$ cat src/sv/ufre_pkg.sv
// Package for the RFID UART frame extractor.
// Holds shared widths, defaults, function and status codes and the structs
// passed between the blocks. No dependencies.
package ufre_pkg;

  localparam int FIFO_DEPTH_DEF = 64;
  localparam int CARD_BYTES_DEF = 12;

  localparam int BYTE_W     = 8;
  localparam int SCAN_W     = 6;
  localparam int LEVEL_W    = 7;
  localparam int FUNC_W     = 2;
  localparam int STATUS_W   = 3;
  localparam int CFG_ADDR_W = 2;

  localparam logic [SCAN_W-1:0] SCAN_LEVEL_RST = SCAN_W'(20);
  localparam logic [BYTE_W-1:0] START_BYTE_RST = BYTE_W'(2);
  localparam logic [BYTE_W-1:0] STOP_BYTE_RST  = BYTE_W'(3);

  localparam logic [CFG_ADDR_W-1:0] CFG_SCAN_LEVEL = CFG_ADDR_W'(0);
  localparam logic [CFG_ADDR_W-1:0] CFG_START_BYTE = CFG_ADDR_W'(1);
  localparam logic [CFG_ADDR_W-1:0] CFG_STOP_BYTE  = CFG_ADDR_W'(2);

  localparam logic [FUNC_W-1:0] FN_PUSH = FUNC_W'(0);
  localparam logic [FUNC_W-1:0] FN_SCAN = FUNC_W'(1);
  localparam logic [FUNC_W-1:0] FN_READ = FUNC_W'(2);

  typedef enum logic [STATUS_W-1:0] {
    ST_PUSHED   = 3'd0,
    ST_FULL     = 3'd1,
    ST_IDLE     = 3'd2,
    ST_CAPTURED = 3'd3,
    ST_DISCARD  = 3'd4,
    ST_NOCARD   = 3'd5,
    ST_CARDBYTE = 3'd6
  } status_t;

  typedef enum logic [2:0] {
    S_IDLE,
    S_START,
    S_BODY,
    S_EMIT,
    S_RD_OUT
  } ctrl_state_t;

  typedef struct packed {
    logic [SCAN_W-1:0] scan_level;
    logic [BYTE_W-1:0] start_byte;
    logic [BYTE_W-1:0] stop_byte;
  } cfg_t;

  typedef struct packed {
    logic              push;
    logic              pop;
    logic [BYTE_W-1:0] wdata;
  } fifo_req_t;

  typedef struct packed {
    logic              wr;
    logic              rd;
    logic [BYTE_W-1:0] wdata;
  } card_req_t;

endpackage

$ cat src/sv/ufre_fifo.sv
// Receive byte ring FIFO: one synchronous memory with a registered read port,
// read and write pointers and a fill count. Depends on ufre_pkg.
module ufre_fifo
  import ufre_pkg::*;
#(
  parameter int FIFO_DEPTH = FIFO_DEPTH_DEF,
  localparam int AW = $clog2(FIFO_DEPTH),
  localparam int CW = $clog2(FIFO_DEPTH + 1)
) (
  input  logic              clk,
  input  logic              rst_n,
  input  fifo_req_t         req,
  output logic [CW-1:0]     count,
  output logic [BYTE_W-1:0] rdata
);

  logic [BYTE_W-1:0] mem [FIFO_DEPTH];
  logic [AW-1:0]     wr_idx_r, wr_idx_nxt;
  logic [AW-1:0]     rd_idx_r, rd_idx_nxt;
  logic [CW-1:0]     count_r, count_nxt;
  logic [BYTE_W-1:0] rdata_r;

  // The controller never pushes and pops in the same cycle.
  always_comb begin
    wr_idx_nxt = wr_idx_r;
    rd_idx_nxt = rd_idx_r;
    count_nxt  = count_r;
    if (req.push) begin
      wr_idx_nxt = (wr_idx_r == AW'(FIFO_DEPTH - 1)) ? '0 : wr_idx_r + AW'(1);
      count_nxt  = count_r + CW'(1);
    end else if (req.pop) begin
      rd_idx_nxt = (rd_idx_r == AW'(FIFO_DEPTH - 1)) ? '0 : rd_idx_r + AW'(1);
      count_nxt  = count_r - CW'(1);
    end
  end

  always_ff @(posedge clk) begin
    if (!rst_n) begin
      wr_idx_r <= '0;
      rd_idx_r <= '0;
      count_r  <= '0;
    end else begin
      wr_idx_r <= wr_idx_nxt;
      rd_idx_r <= rd_idx_nxt;
      count_r  <= count_nxt;
    end
  end

  always_ff @(posedge clk) begin
    if (req.push) begin
      mem[wr_idx_r] <= req.wdata;
    end
    if (req.pop) begin
      rdata_r <= mem[rd_idx_r];
    end
  end

  assign count = count_r;
  assign rdata = rdata_r;

endmodule

$ cat src/sv/ufre_card.sv
// Card code store: a small synchronous memory with one write port and one
// registered read port that holds its data until the next read. Depends on ufre_pkg.
module ufre_card
  import ufre_pkg::*;
#(
  parameter int CARD_BYTES = CARD_BYTES_DEF,
  localparam int IW = (CARD_BYTES > 1) ? $clog2(CARD_BYTES) : 1
) (
  input  logic              clk,
  input  card_req_t         req,
  input  logic [IW-1:0]     waddr,
  input  logic [IW-1:0]     raddr,
  output logic [BYTE_W-1:0] rdata
);

  logic [BYTE_W-1:0] mem [CARD_BYTES];
  logic [BYTE_W-1:0] rdata_r;

  always_ff @(posedge clk) begin
    if (req.wr) begin
      mem[waddr] <= req.wdata;
    end
    if (req.rd) begin
      rdata_r <= mem[raddr];
    end
  end

  assign rdata = rdata_r;

endmodule

$ cat src/sv/ufre_ctrl.sv
// Sequencer for push, scan and card read items, with the pending mark and the
// output register. Drives the FIFO and card store ports. Depends on ufre_pkg.
module ufre_ctrl
  import ufre_pkg::*;
#(
  parameter int FIFO_DEPTH = FIFO_DEPTH_DEF,
  parameter int CARD_BYTES = CARD_BYTES_DEF,
  localparam int CW = $clog2(FIFO_DEPTH + 1),
  localparam int IW = (CARD_BYTES > 1) ? $clog2(CARD_BYTES) : 1,
  localparam int PW = $clog2(CARD_BYTES + 2)
) (
  input  logic                clk,
  input  logic                rst_n,
  input  cfg_t                cfg,
  input  logic                in_valid,
  output logic                in_ready,
  input  logic [FUNC_W-1:0]   in_func,
  input  logic [BYTE_W-1:0]   in_rx_byte,
  output logic                out_valid,
  input  logic                out_ready,
  output logic [STATUS_W-1:0] out_status,
  output logic [BYTE_W-1:0]   out_card_byte,
  output logic                out_last,
  output logic [LEVEL_W-1:0]  out_level,
  output fifo_req_t           fifo_req,
  input  logic [CW-1:0]       fifo_count,
  input  logic [BYTE_W-1:0]   fifo_rdata,
  output card_req_t           card_req,
  output logic [IW-1:0]       card_waddr,
  output logic [IW-1:0]       card_raddr,
  input  logic [BYTE_W-1:0]   card_rdata
);

  localparam int LW = (CW > SCAN_W) ? CW : SCAN_W;

  ctrl_state_t         state_r, state_nxt;
  status_t             res_status_r, res_status_nxt;
  logic [PW-1:0]       pop_cnt_r, pop_cnt_nxt;
  logic [PW-1:0]       take_r, take_nxt;
  logic                rd_v_r, rd_v_nxt;
  logic [IW-1:0]       rd_idx_r, rd_idx_nxt;
  logic                pending_r, pending_nxt;
  logic                out_valid_r, out_valid_nxt;
  logic [STATUS_W-1:0] out_status_r, out_status_nxt;
  logic [BYTE_W-1:0]   out_byte_r, out_byte_nxt;
  logic                out_last_r, out_last_nxt;
  logic [LEVEL_W-1:0]  out_level_r, out_level_nxt;

  logic in_fire, out_free, fifo_full, scan_go, need_pop, stop_here, dry;
  logic start_ok, card_last;

  always_comb begin
    in_fire   = in_valid && (state_r == S_IDLE);
    out_free  = !out_valid_r || out_ready;
    fifo_full = (fifo_count == CW'(FIFO_DEPTH));
    scan_go   = LW'(fifo_count) > LW'(cfg.scan_level);
    need_pop  = pop_cnt_r < PW'(CARD_BYTES + 1);
    // The closing byte is the one that arrives after all card bytes are taken.
    stop_here = rd_v_r && (take_r == PW'(CARD_BYTES));
    dry       = need_pop && (fifo_count == '0);
    start_ok  = (fifo_rdata == cfg.start_byte);
    card_last = (rd_idx_r == IW'(CARD_BYTES - 1));
  end

  always_comb begin
    state_nxt = state_r;
    case (state_r)
      S_IDLE: begin
        if (in_fire) begin
          case (in_func)
            FN_PUSH: state_nxt = S_EMIT;
            FN_SCAN: state_nxt = scan_go ? S_START : S_EMIT;
            FN_READ: state_nxt = pending_r ? S_RD_OUT : S_EMIT;
            default: state_nxt = S_IDLE;
          endcase
        end
      end
      S_START:  state_nxt = start_ok ? S_BODY : S_EMIT;
      S_BODY: begin
        if (stop_here || dry) begin
          state_nxt = S_EMIT;
        end
      end
      S_EMIT: begin
        if (out_free) begin
          state_nxt = S_IDLE;
        end
      end
      S_RD_OUT: begin
        if (out_free && card_last) begin
          state_nxt = S_IDLE;
        end
      end
      default:  state_nxt = S_IDLE;
    endcase
  end

  always_comb begin
    res_status_nxt = res_status_r;
    pop_cnt_nxt    = pop_cnt_r;
    take_nxt       = take_r;
    rd_v_nxt       = 1'b0;
    rd_idx_nxt     = rd_idx_r;
    pending_nxt    = pending_r;
    out_valid_nxt  = out_valid_r && !out_ready;
    out_status_nxt = out_status_r;
    out_byte_nxt   = out_byte_r;
    out_last_nxt   = out_last_r;
    out_level_nxt  = out_level_r;
    fifo_req       = '{push: 1'b0, pop: 1'b0, wdata: in_rx_byte};
    card_req       = '{wr: 1'b0, rd: 1'b0, wdata: fifo_rdata};
    card_waddr     = take_r[IW-1:0];
    card_raddr     = rd_idx_r;

    case (state_r)
      S_IDLE: begin
        if (in_fire) begin
          case (in_func)
            FN_PUSH: begin
              fifo_req.push  = !fifo_full;
              res_status_nxt = fifo_full ? ST_FULL : ST_PUSHED;
            end
            FN_SCAN: begin
              fifo_req.pop   = scan_go;
              res_status_nxt = ST_IDLE;
            end
            FN_READ: begin
              res_status_nxt = ST_NOCARD;
              pending_nxt    = 1'b0;
              card_req.rd    = pending_r;
              card_raddr     = '0;
              rd_idx_nxt     = '0;
            end
            default: ;
          endcase
        end
      end
      S_START: begin
        pop_cnt_nxt = '0;
        take_nxt    = '0;
        if (!start_ok) begin
          res_status_nxt = ST_DISCARD;
          pending_nxt    = 1'b0;
        end
      end
      S_BODY: begin
        if (rd_v_r && (take_r < PW'(CARD_BYTES))) begin
          card_req.wr = 1'b1;
          take_nxt    = take_r + PW'(1);
        end
        if (stop_here) begin
          if (fifo_rdata == cfg.stop_byte) begin
            res_status_nxt = ST_CAPTURED;
            pending_nxt    = 1'b1;
          end else begin
            res_status_nxt = ST_DISCARD;
            pending_nxt    = 1'b0;
          end
        end else if (dry) begin
          res_status_nxt = ST_DISCARD;
          pending_nxt    = 1'b0;
        end else if (need_pop) begin
          fifo_req.pop = 1'b1;
          pop_cnt_nxt  = pop_cnt_r + PW'(1);
          rd_v_nxt     = 1'b1;
        end
      end
      S_EMIT: begin
        if (out_free) begin
          out_valid_nxt  = 1'b1;
          out_status_nxt = res_status_r;
          out_byte_nxt   = '0;
          out_last_nxt   = 1'b1;
          out_level_nxt  = LEVEL_W'(fifo_count);
        end
      end
      S_RD_OUT: begin
        if (out_free) begin
          out_valid_nxt  = 1'b1;
          out_status_nxt = ST_CARDBYTE;
          out_byte_nxt   = card_rdata;
          out_last_nxt   = card_last;
          out_level_nxt  = LEVEL_W'(fifo_count);
          if (!card_last) begin
            card_req.rd = 1'b1;
            card_raddr  = rd_idx_r + IW'(1);
            rd_idx_nxt  = rd_idx_r + IW'(1);
          end
        end
      end
      default: ;
    endcase
  end

  always_ff @(posedge clk) begin
    if (!rst_n) begin
      state_r     <= S_IDLE;
      rd_v_r      <= 1'b0;
      pending_r   <= 1'b0;
      out_valid_r <= 1'b0;
    end else begin
      state_r     <= state_nxt;
      rd_v_r      <= rd_v_nxt;
      pending_r   <= pending_nxt;
      out_valid_r <= out_valid_nxt;
    end
  end

  always_ff @(posedge clk) begin
    res_status_r <= res_status_nxt;
    pop_cnt_r    <= pop_cnt_nxt;
    take_r       <= take_nxt;
    rd_idx_r     <= rd_idx_nxt;
    out_status_r <= out_status_nxt;
    out_byte_r   <= out_byte_nxt;
    out_last_r   <= out_last_nxt;
    out_level_r  <= out_level_nxt;
  end

  assign in_ready      = (state_r == S_IDLE);
  assign out_valid     = out_valid_r;
  assign out_status    = out_status_r;
  assign out_card_byte = out_byte_r;
  assign out_last      = out_last_r;
  assign out_level     = out_level_r;

endmodule

$ cat src/sv/uart_fifo_rfid_frame_extractor.sv
// RFID card frame extractor behind a UART receive FIFO.
// Input stream: in_tuser carries the function (push byte, scan tick, read
// card), in_tdata the received byte. Output stream: out_tuser carries the
// status, out_tdata the card byte and the FIFO level, out_tlast marks the
// final result of an item. Registers are written through cfg_we/cfg_addr.
// One item is worked on at a time; in_tready is high while the sequencer is
// idle, even when a result still waits in the output register.
// Push and no-card read: the emit state loads the result into the output register.
// Scan: the start state checks the start byte, then the body state takes the
// card bytes and closing byte, one a cycle via the FIFO registered read port.
// Card read: CARD_BYTES results via the card store read port, one a cycle
// while the receiver is ready. When the receiver stalls, the result holds in
// the output register and the sequencer waits before overwriting it.
// Synchronous reset empties the FIFO, clears the pending card and restores the
// register defaults; memory contents are not cleared and need no sweep.
// Depends on ufre_pkg, ufre_fifo, ufre_card and ufre_ctrl.
module uart_fifo_rfid_frame_extractor
  import ufre_pkg::*;
#(
  parameter int FIFO_DEPTH = FIFO_DEPTH_DEF,
  parameter int CARD_BYTES = CARD_BYTES_DEF
) (
  input  logic                  clk,
  input  logic                  rst_n,
  input  logic                  in_tvalid,
  output logic                  in_tready,
  input  logic [BYTE_W-1:0]     in_tdata,   // rx_byte
  input  logic [FUNC_W-1:0]     in_tuser,   // func
  output logic                  out_tvalid,
  input  logic                  out_tready,
  output logic [15:0]           out_tdata,  // card_byte, fifo_level, zero pad
  output logic [STATUS_W-1:0]   out_tuser,  // status
  output logic                  out_tlast,
  input  logic                  cfg_we,
  input  logic [CFG_ADDR_W-1:0] cfg_addr,
  input  logic [BYTE_W-1:0]     cfg_wdata
);

  localparam int CW = $clog2(FIFO_DEPTH + 1);
  localparam int IW = (CARD_BYTES > 1) ? $clog2(CARD_BYTES) : 1;

  cfg_t              cfg_r, cfg_nxt;
  fifo_req_t         fifo_req;
  logic [CW-1:0]     fifo_count;
  logic [BYTE_W-1:0] fifo_rdata;
  card_req_t         card_req;
  logic [IW-1:0]     card_waddr, card_raddr;
  logic [BYTE_W-1:0] card_rdata;
  logic [BYTE_W-1:0] out_card_byte;
  logic [LEVEL_W-1:0] out_level;

  always_comb begin
    cfg_nxt = cfg_r;
    if (cfg_we) begin
      case (cfg_addr)
        CFG_SCAN_LEVEL: cfg_nxt.scan_level = cfg_wdata[SCAN_W-1:0];
        CFG_START_BYTE: cfg_nxt.start_byte = cfg_wdata;
        CFG_STOP_BYTE:  cfg_nxt.stop_byte  = cfg_wdata;
        default: ;
      endcase
    end
  end

  always_ff @(posedge clk) begin
    if (!rst_n) begin
      cfg_r <= '{scan_level: SCAN_LEVEL_RST, start_byte: START_BYTE_RST,
                 stop_byte: STOP_BYTE_RST};
    end else begin
      cfg_r <= cfg_nxt;
    end
  end

  ufre_fifo #(.FIFO_DEPTH(FIFO_DEPTH)) u_fifo (
    .clk   (clk),
    .rst_n (rst_n),
    .req   (fifo_req),
    .count (fifo_count),
    .rdata (fifo_rdata)
  );

  ufre_card #(.CARD_BYTES(CARD_BYTES)) u_card (
    .clk   (clk),
    .req   (card_req),
    .waddr (card_waddr),
    .raddr (card_raddr),
    .rdata (card_rdata)
  );

  ufre_ctrl #(.FIFO_DEPTH(FIFO_DEPTH), .CARD_BYTES(CARD_BYTES)) u_ctrl (
    .clk           (clk),
    .rst_n         (rst_n),
    .cfg           (cfg_r),
    .in_valid      (in_tvalid),
    .in_ready      (in_tready),
    .in_func       (in_tuser),
    .in_rx_byte    (in_tdata),
    .out_valid     (out_tvalid),
    .out_ready     (out_tready),
    .out_status    (out_tuser),
    .out_card_byte (out_card_byte),
    .out_last      (out_tlast),
    .out_level     (out_level),
    .fifo_req      (fifo_req),
    .fifo_count    (fifo_count),
    .fifo_rdata    (fifo_rdata),
    .card_req      (card_req),
    .card_waddr    (card_waddr),
    .card_raddr    (card_raddr),
    .card_rdata    (card_rdata)
  );

  assign out_tdata = {1'b0, out_level, out_card_byte};

endmodule

$ cat config.mk
export PLATFORM = sky130hd
export DESIGN_NAME = uart_fifo_rfid_frame_extractor
export DESIGN_NICKNAME = d
export VERILOG_FILES = /design/src/sv/ufre_pkg.sv /design/src/sv/ufre_fifo.sv /design/src/sv/ufre_card.sv /design/src/sv/ufre_ctrl.sv /design/src/sv/uart_fifo_rfid_frame_extractor.sv
export SDC_FILE = /design/constraint.sdc
export NUM_CORES = 1
export LEC_CHECK = 0
export BUFFER_PORTS_ARGS = -buffer_cell sky130_fd_sc_hd__buf_2
export CELL_PAD_IN_SITES_DETAIL_PLACEMENT = 0
export CELL_PAD_IN_SITES_GLOBAL_PLACEMENT = 1
export CORE_MARGIN = 4
export CORE_UTILIZATION = 55
export DETAILED_ROUTE_END_ITERATION = 8
export PLACE_DENSITY = 0.87
export SYNTH_ARGS = -nofsm -noshare
export SYNTH_HDL_FRONTEND = slang
export SYNTH_SLANG_ARGS = --single-unit
$ cat constraint.sdc
create_clock -name clk -period 4.1 [get_ports clk]
set_input_delay 0.41 -clock clk [delete_from_list [all_inputs] [get_ports clk]]
set_output_delay 0.41 -clock clk [all_outputs]
set_load 0.01 [all_outputs]
==> impl_metrics.py <==
metrics = {
    "route": {
        "dr.pass1.iters": 5,
        "ant_nets": 0,
        "vias_per_cell": 6.27,
        "drc": 0,
        "totalWireLength_um": 63400,
        "wire_per_inst_um": 27.0,
        "vias": 14713,
        "drtIter0Drc": 1986,
    },
    "synth": {
        "yosys_warnings": 0,
        "async_flop_share_pct": 0,
        "mappedNetlistNets": 1575,
        "synthCells": 1525,
        "yosysSeqAreaShare_pct": 73.4,
        "syn_area_per_cell_sq_um": 18.4,
        "synth.ff_latch_count": 705,
        "synth_ff_type": "edfxtp_1",
        "synth_edf_count": 654,
        "synthDistinctLibCells": 65,
        "synth_area_sq_um": 28100,
    },
    "layout": {
        "nNetsFinal": 1668,
        "n_antenna_cell": 0,
        "area_growth_pct": 12.3,
        "layout-drive-gt1-share_pct": 22.9,
        "final_util_pct": 62.7,
        "final_cell_count_no_fill": 2347,
    },
    "worst_setup_path": {
        "r2r_slack_ps": 760,
        "start_kind": "register",
        "critPathKind": "reg2reg",
        "crit_fanout": 13,
        "worst_r2r_startpoint": "u_ctrl.state_r[0]",
        "arrival_ps": 3570,
        "reg2reg_depth": 7,
        "worstPathRequired_ps": 4340,
        "endpoint_kind": "register",
        "r2r_end": "u_fifo.mem[29][5]",
    },
    "global_routing": {
        "antenna_found_initial": 1,
        "met3_usage_pct": 4.76,
        "grt_pass1_vias": 14859,
        "grt_busiest_layer": "met2",
        "grt_use_met2_pct": 38.7,
        "grt_usage_pct": 23.9,
        "use_met1_pct": 33.3,
        "gr-total-overflow": 0,
        "grt_pass1_wl_um": 96200,
        "grt_max_degree": 65,
    },
    "place": {
        "dp.cells": 2216,
        "place.gp.congestion": 0.851,
        "hpwl_um": 38800,
        "portBuffers": 45,
    },
    "timing": {
        "worst_pin_slew_ps": 1120,
        "slew_headroom_pct": 24.7,
        "period_needed_ps": 3340,
        "post-route-period-util_pct": 81.4,
        "fin_worst_skew_ps": 30.0,
        "hold_slack_ps": 74.3,
        "fmax_ghz": 0.300,
        "setup_tns_ps": 0,
        "grt_setup_unrepaired": "false",
        "finalSetupViolations": 0,
        "finalHoldViolations": 0,
        "slew_viol_final": 0,
    },
    "floorplan": {
        "initial_utilization_pct": 55.8,
        "rows": 82,
        "die_w_um": 234,
        "die_y_um": 234,
        "core_area_sq_um": 50400,
        "io_pins": 47,
        "die_area_sq_um": 54800,
    },
    "clocking": {
        "cts_tree": "built",
        "cts_buffers": 72,
        "cts_sinks": 705,
        "cts_resized": 0,
        "htree_levels": 3,
        "postCtsSetupRepairBufs": 0,
        "root_buffer": "clkbuf_16",
        "ctsHoldBuffers": 0,
        "clkTransAtPathRegs_ps": 60,
        "clock_latency_ps": 620,
        "clockBufferDepth": 3,
    },
    "status": {
        "status": "finished clean",
    },
    "min_path": {
        "min_from": "cfg_wdata[7]",
        "hp-class": "in2reg",
        "whs_endpoint": "cfg_r[15]",
        "min_path_cells": 3,
    },
    "power_and_ir_drop": {
        "p_leak_nw": 10.1,
        "finalPower_mw": 17.4,
        "irDropWorstVdd_v": 0.000423,
        "power_density_nw_per_um2": 550,
    },
    "flow_run": {
        "max_cap_viol_count": 0,
    },
}
-- area by class of cell --
class / instances / area (sq um)
sequential: 705 / 20700
fill: 3388 / 18800
multi-input combinational: 717 / 7060
clock buffer: 99 / 1970
tap: 672 / 841
timing repair buffer: 98 / 688
clock inverter: 32 / 274
inverter: 24 / 90.1
-- cells in the final DEF (no fill, tap or decap), drive strengths merged, types with 7 or more instances in the layout --
cell / count
edfxtp: 654
mux4: 168
nor2: 131
nand2: 104
clkbuf: 99
buf: 98
dfxtp: 51
nand3: 36
a21oi: 29
inv: 28
mux2i: 27
ha: 24
clkinv: 23
xor2: 19
o21ai: 17
and2: 15
xnor2: 10
or3: 9
a31oi: 8
nor2b: 8
a22o: 8
nor3: 7
nand3b: 7
-- kinds of logic (layout without fill, tap and decap cells) --
| logic type | Yosys count | count (layout) | synth area share (%) |
|---|---|---|---|
| flops | 705 | 705 | 73.4 |
| simple gates | 352 | 352 | 5.71 |
| mux | 195 | 195 | 14.4 |
| compound gates | 115 | 115 | 2.89 |
| buf+inv | 103 | 253 | 1.51 |
| xor+xnor | 29 | 29 | 0.903 |
| fa+ha+maj | 25 | 25 | 1.14 |
| other cells | 1 | 1 | 0.0133 |
-- critical path, cell delays in order (launching register included) --
cell	delay [ps]
dfxtp_1	420
nor4b_1	530
o311ai_2	200
buf_4	240
inv_2	100
and2_1	240
nand2_1	440
nor2_1	780
-- synth_stat cells (all sizes together), types with 3 or more instances --
master   number  area [sq um]
a211oi        5          37.5
nor2b         8          50.1
o211ai        3          22.5
mux4        168          3780
nand3b        7          52.6
a311oi        6          52.6
and2         15          96.4
o21bai        3          22.5
a31oi         8          50.1
a21oi        29           145
nand2       104           390
inv          24          90.1
a22o          8          70.1
clkbuf       49           184
xnor2        10          87.6
nor4          6          37.5
mux2i        27           270
a21boi        6          45.0
nor2        131           497
edfxtp      654         19600
ha           24           300
nor3b         4          30.0
o21ai        17          85.1
or3           9          56.3
nand4         5          31.3
buf          30           150
a21o          3          22.5
nand3        36           180
a2111oi       5          43.8
dfxtp        51          1020
a32oi         5          43.8
and3          6          37.5
nand2b        4          25.0
xor2         19           166
or3b          3          28.8
nor3          7          35.0
-- registers in the layout, indices dropped and copies added, names as in the netlist, 4 cells and up --
name	flops
u_ctrl.out_card_byte	8
u_fifo.mem	512
u_fifo.rdata	8
u_ctrl.card_waddr	4
u_card.rdata	8
u_fifo.wr_idx_r	6
u_card.mem	96
u_ctrl.rd_idx_r	4
u_fifo.rd_idx_r	6
u_fifo.count	7
cfg_r	22
u_ctrl.out_level	7
u_ctrl.pop_cnt_r	4
-- stage by stage --
stage	area, sq um	setup WS (ps)
3_3_place_gp	29300	914
6_report	31600	763
2_1_floorplan	28100	1100
5_1_grt	31600	581
4_1_cts	31600	808
3_5_place_dp	29300	831
-- per-layer routing --
layer  vias up  routed length [um]
li1       6277                   -
met5         -                  17
met3       140                5070
met4         2                2240
met1      7511               25000
met2       783               31100
-- worst max path at each step --
stage,start,end,slack (ps),depth (start not counted)
2_1_floorplan,u_fifo.count[0],u_fifo.count[6],1100,10
5_1_grt,u_ctrl.state_r[0],u_fifo.mem[29][3],580,7
3_5_place_dp,in_tvalid,u_fifo.mem[29][4],830,8
3_3_place_gp,in_tvalid,u_fifo.mem[6][5],910,8
6_report,u_ctrl.state_r[0],u_fifo.mem[29][5],760,7
4_1_cts,u_ctrl.state_r[0],u_fifo.mem[29][5],810,7
-- report_power, final --
group / internal (mW) / leakage [nW] / switching [mW]
clock: 3.58 / 1.09 / 2.66
sequential: 8.18 / 6.30 / 0.355
combinational: 1.30 / 2.74 / 1.32
No activity file was read; power rests on OpenSTA's default activity.
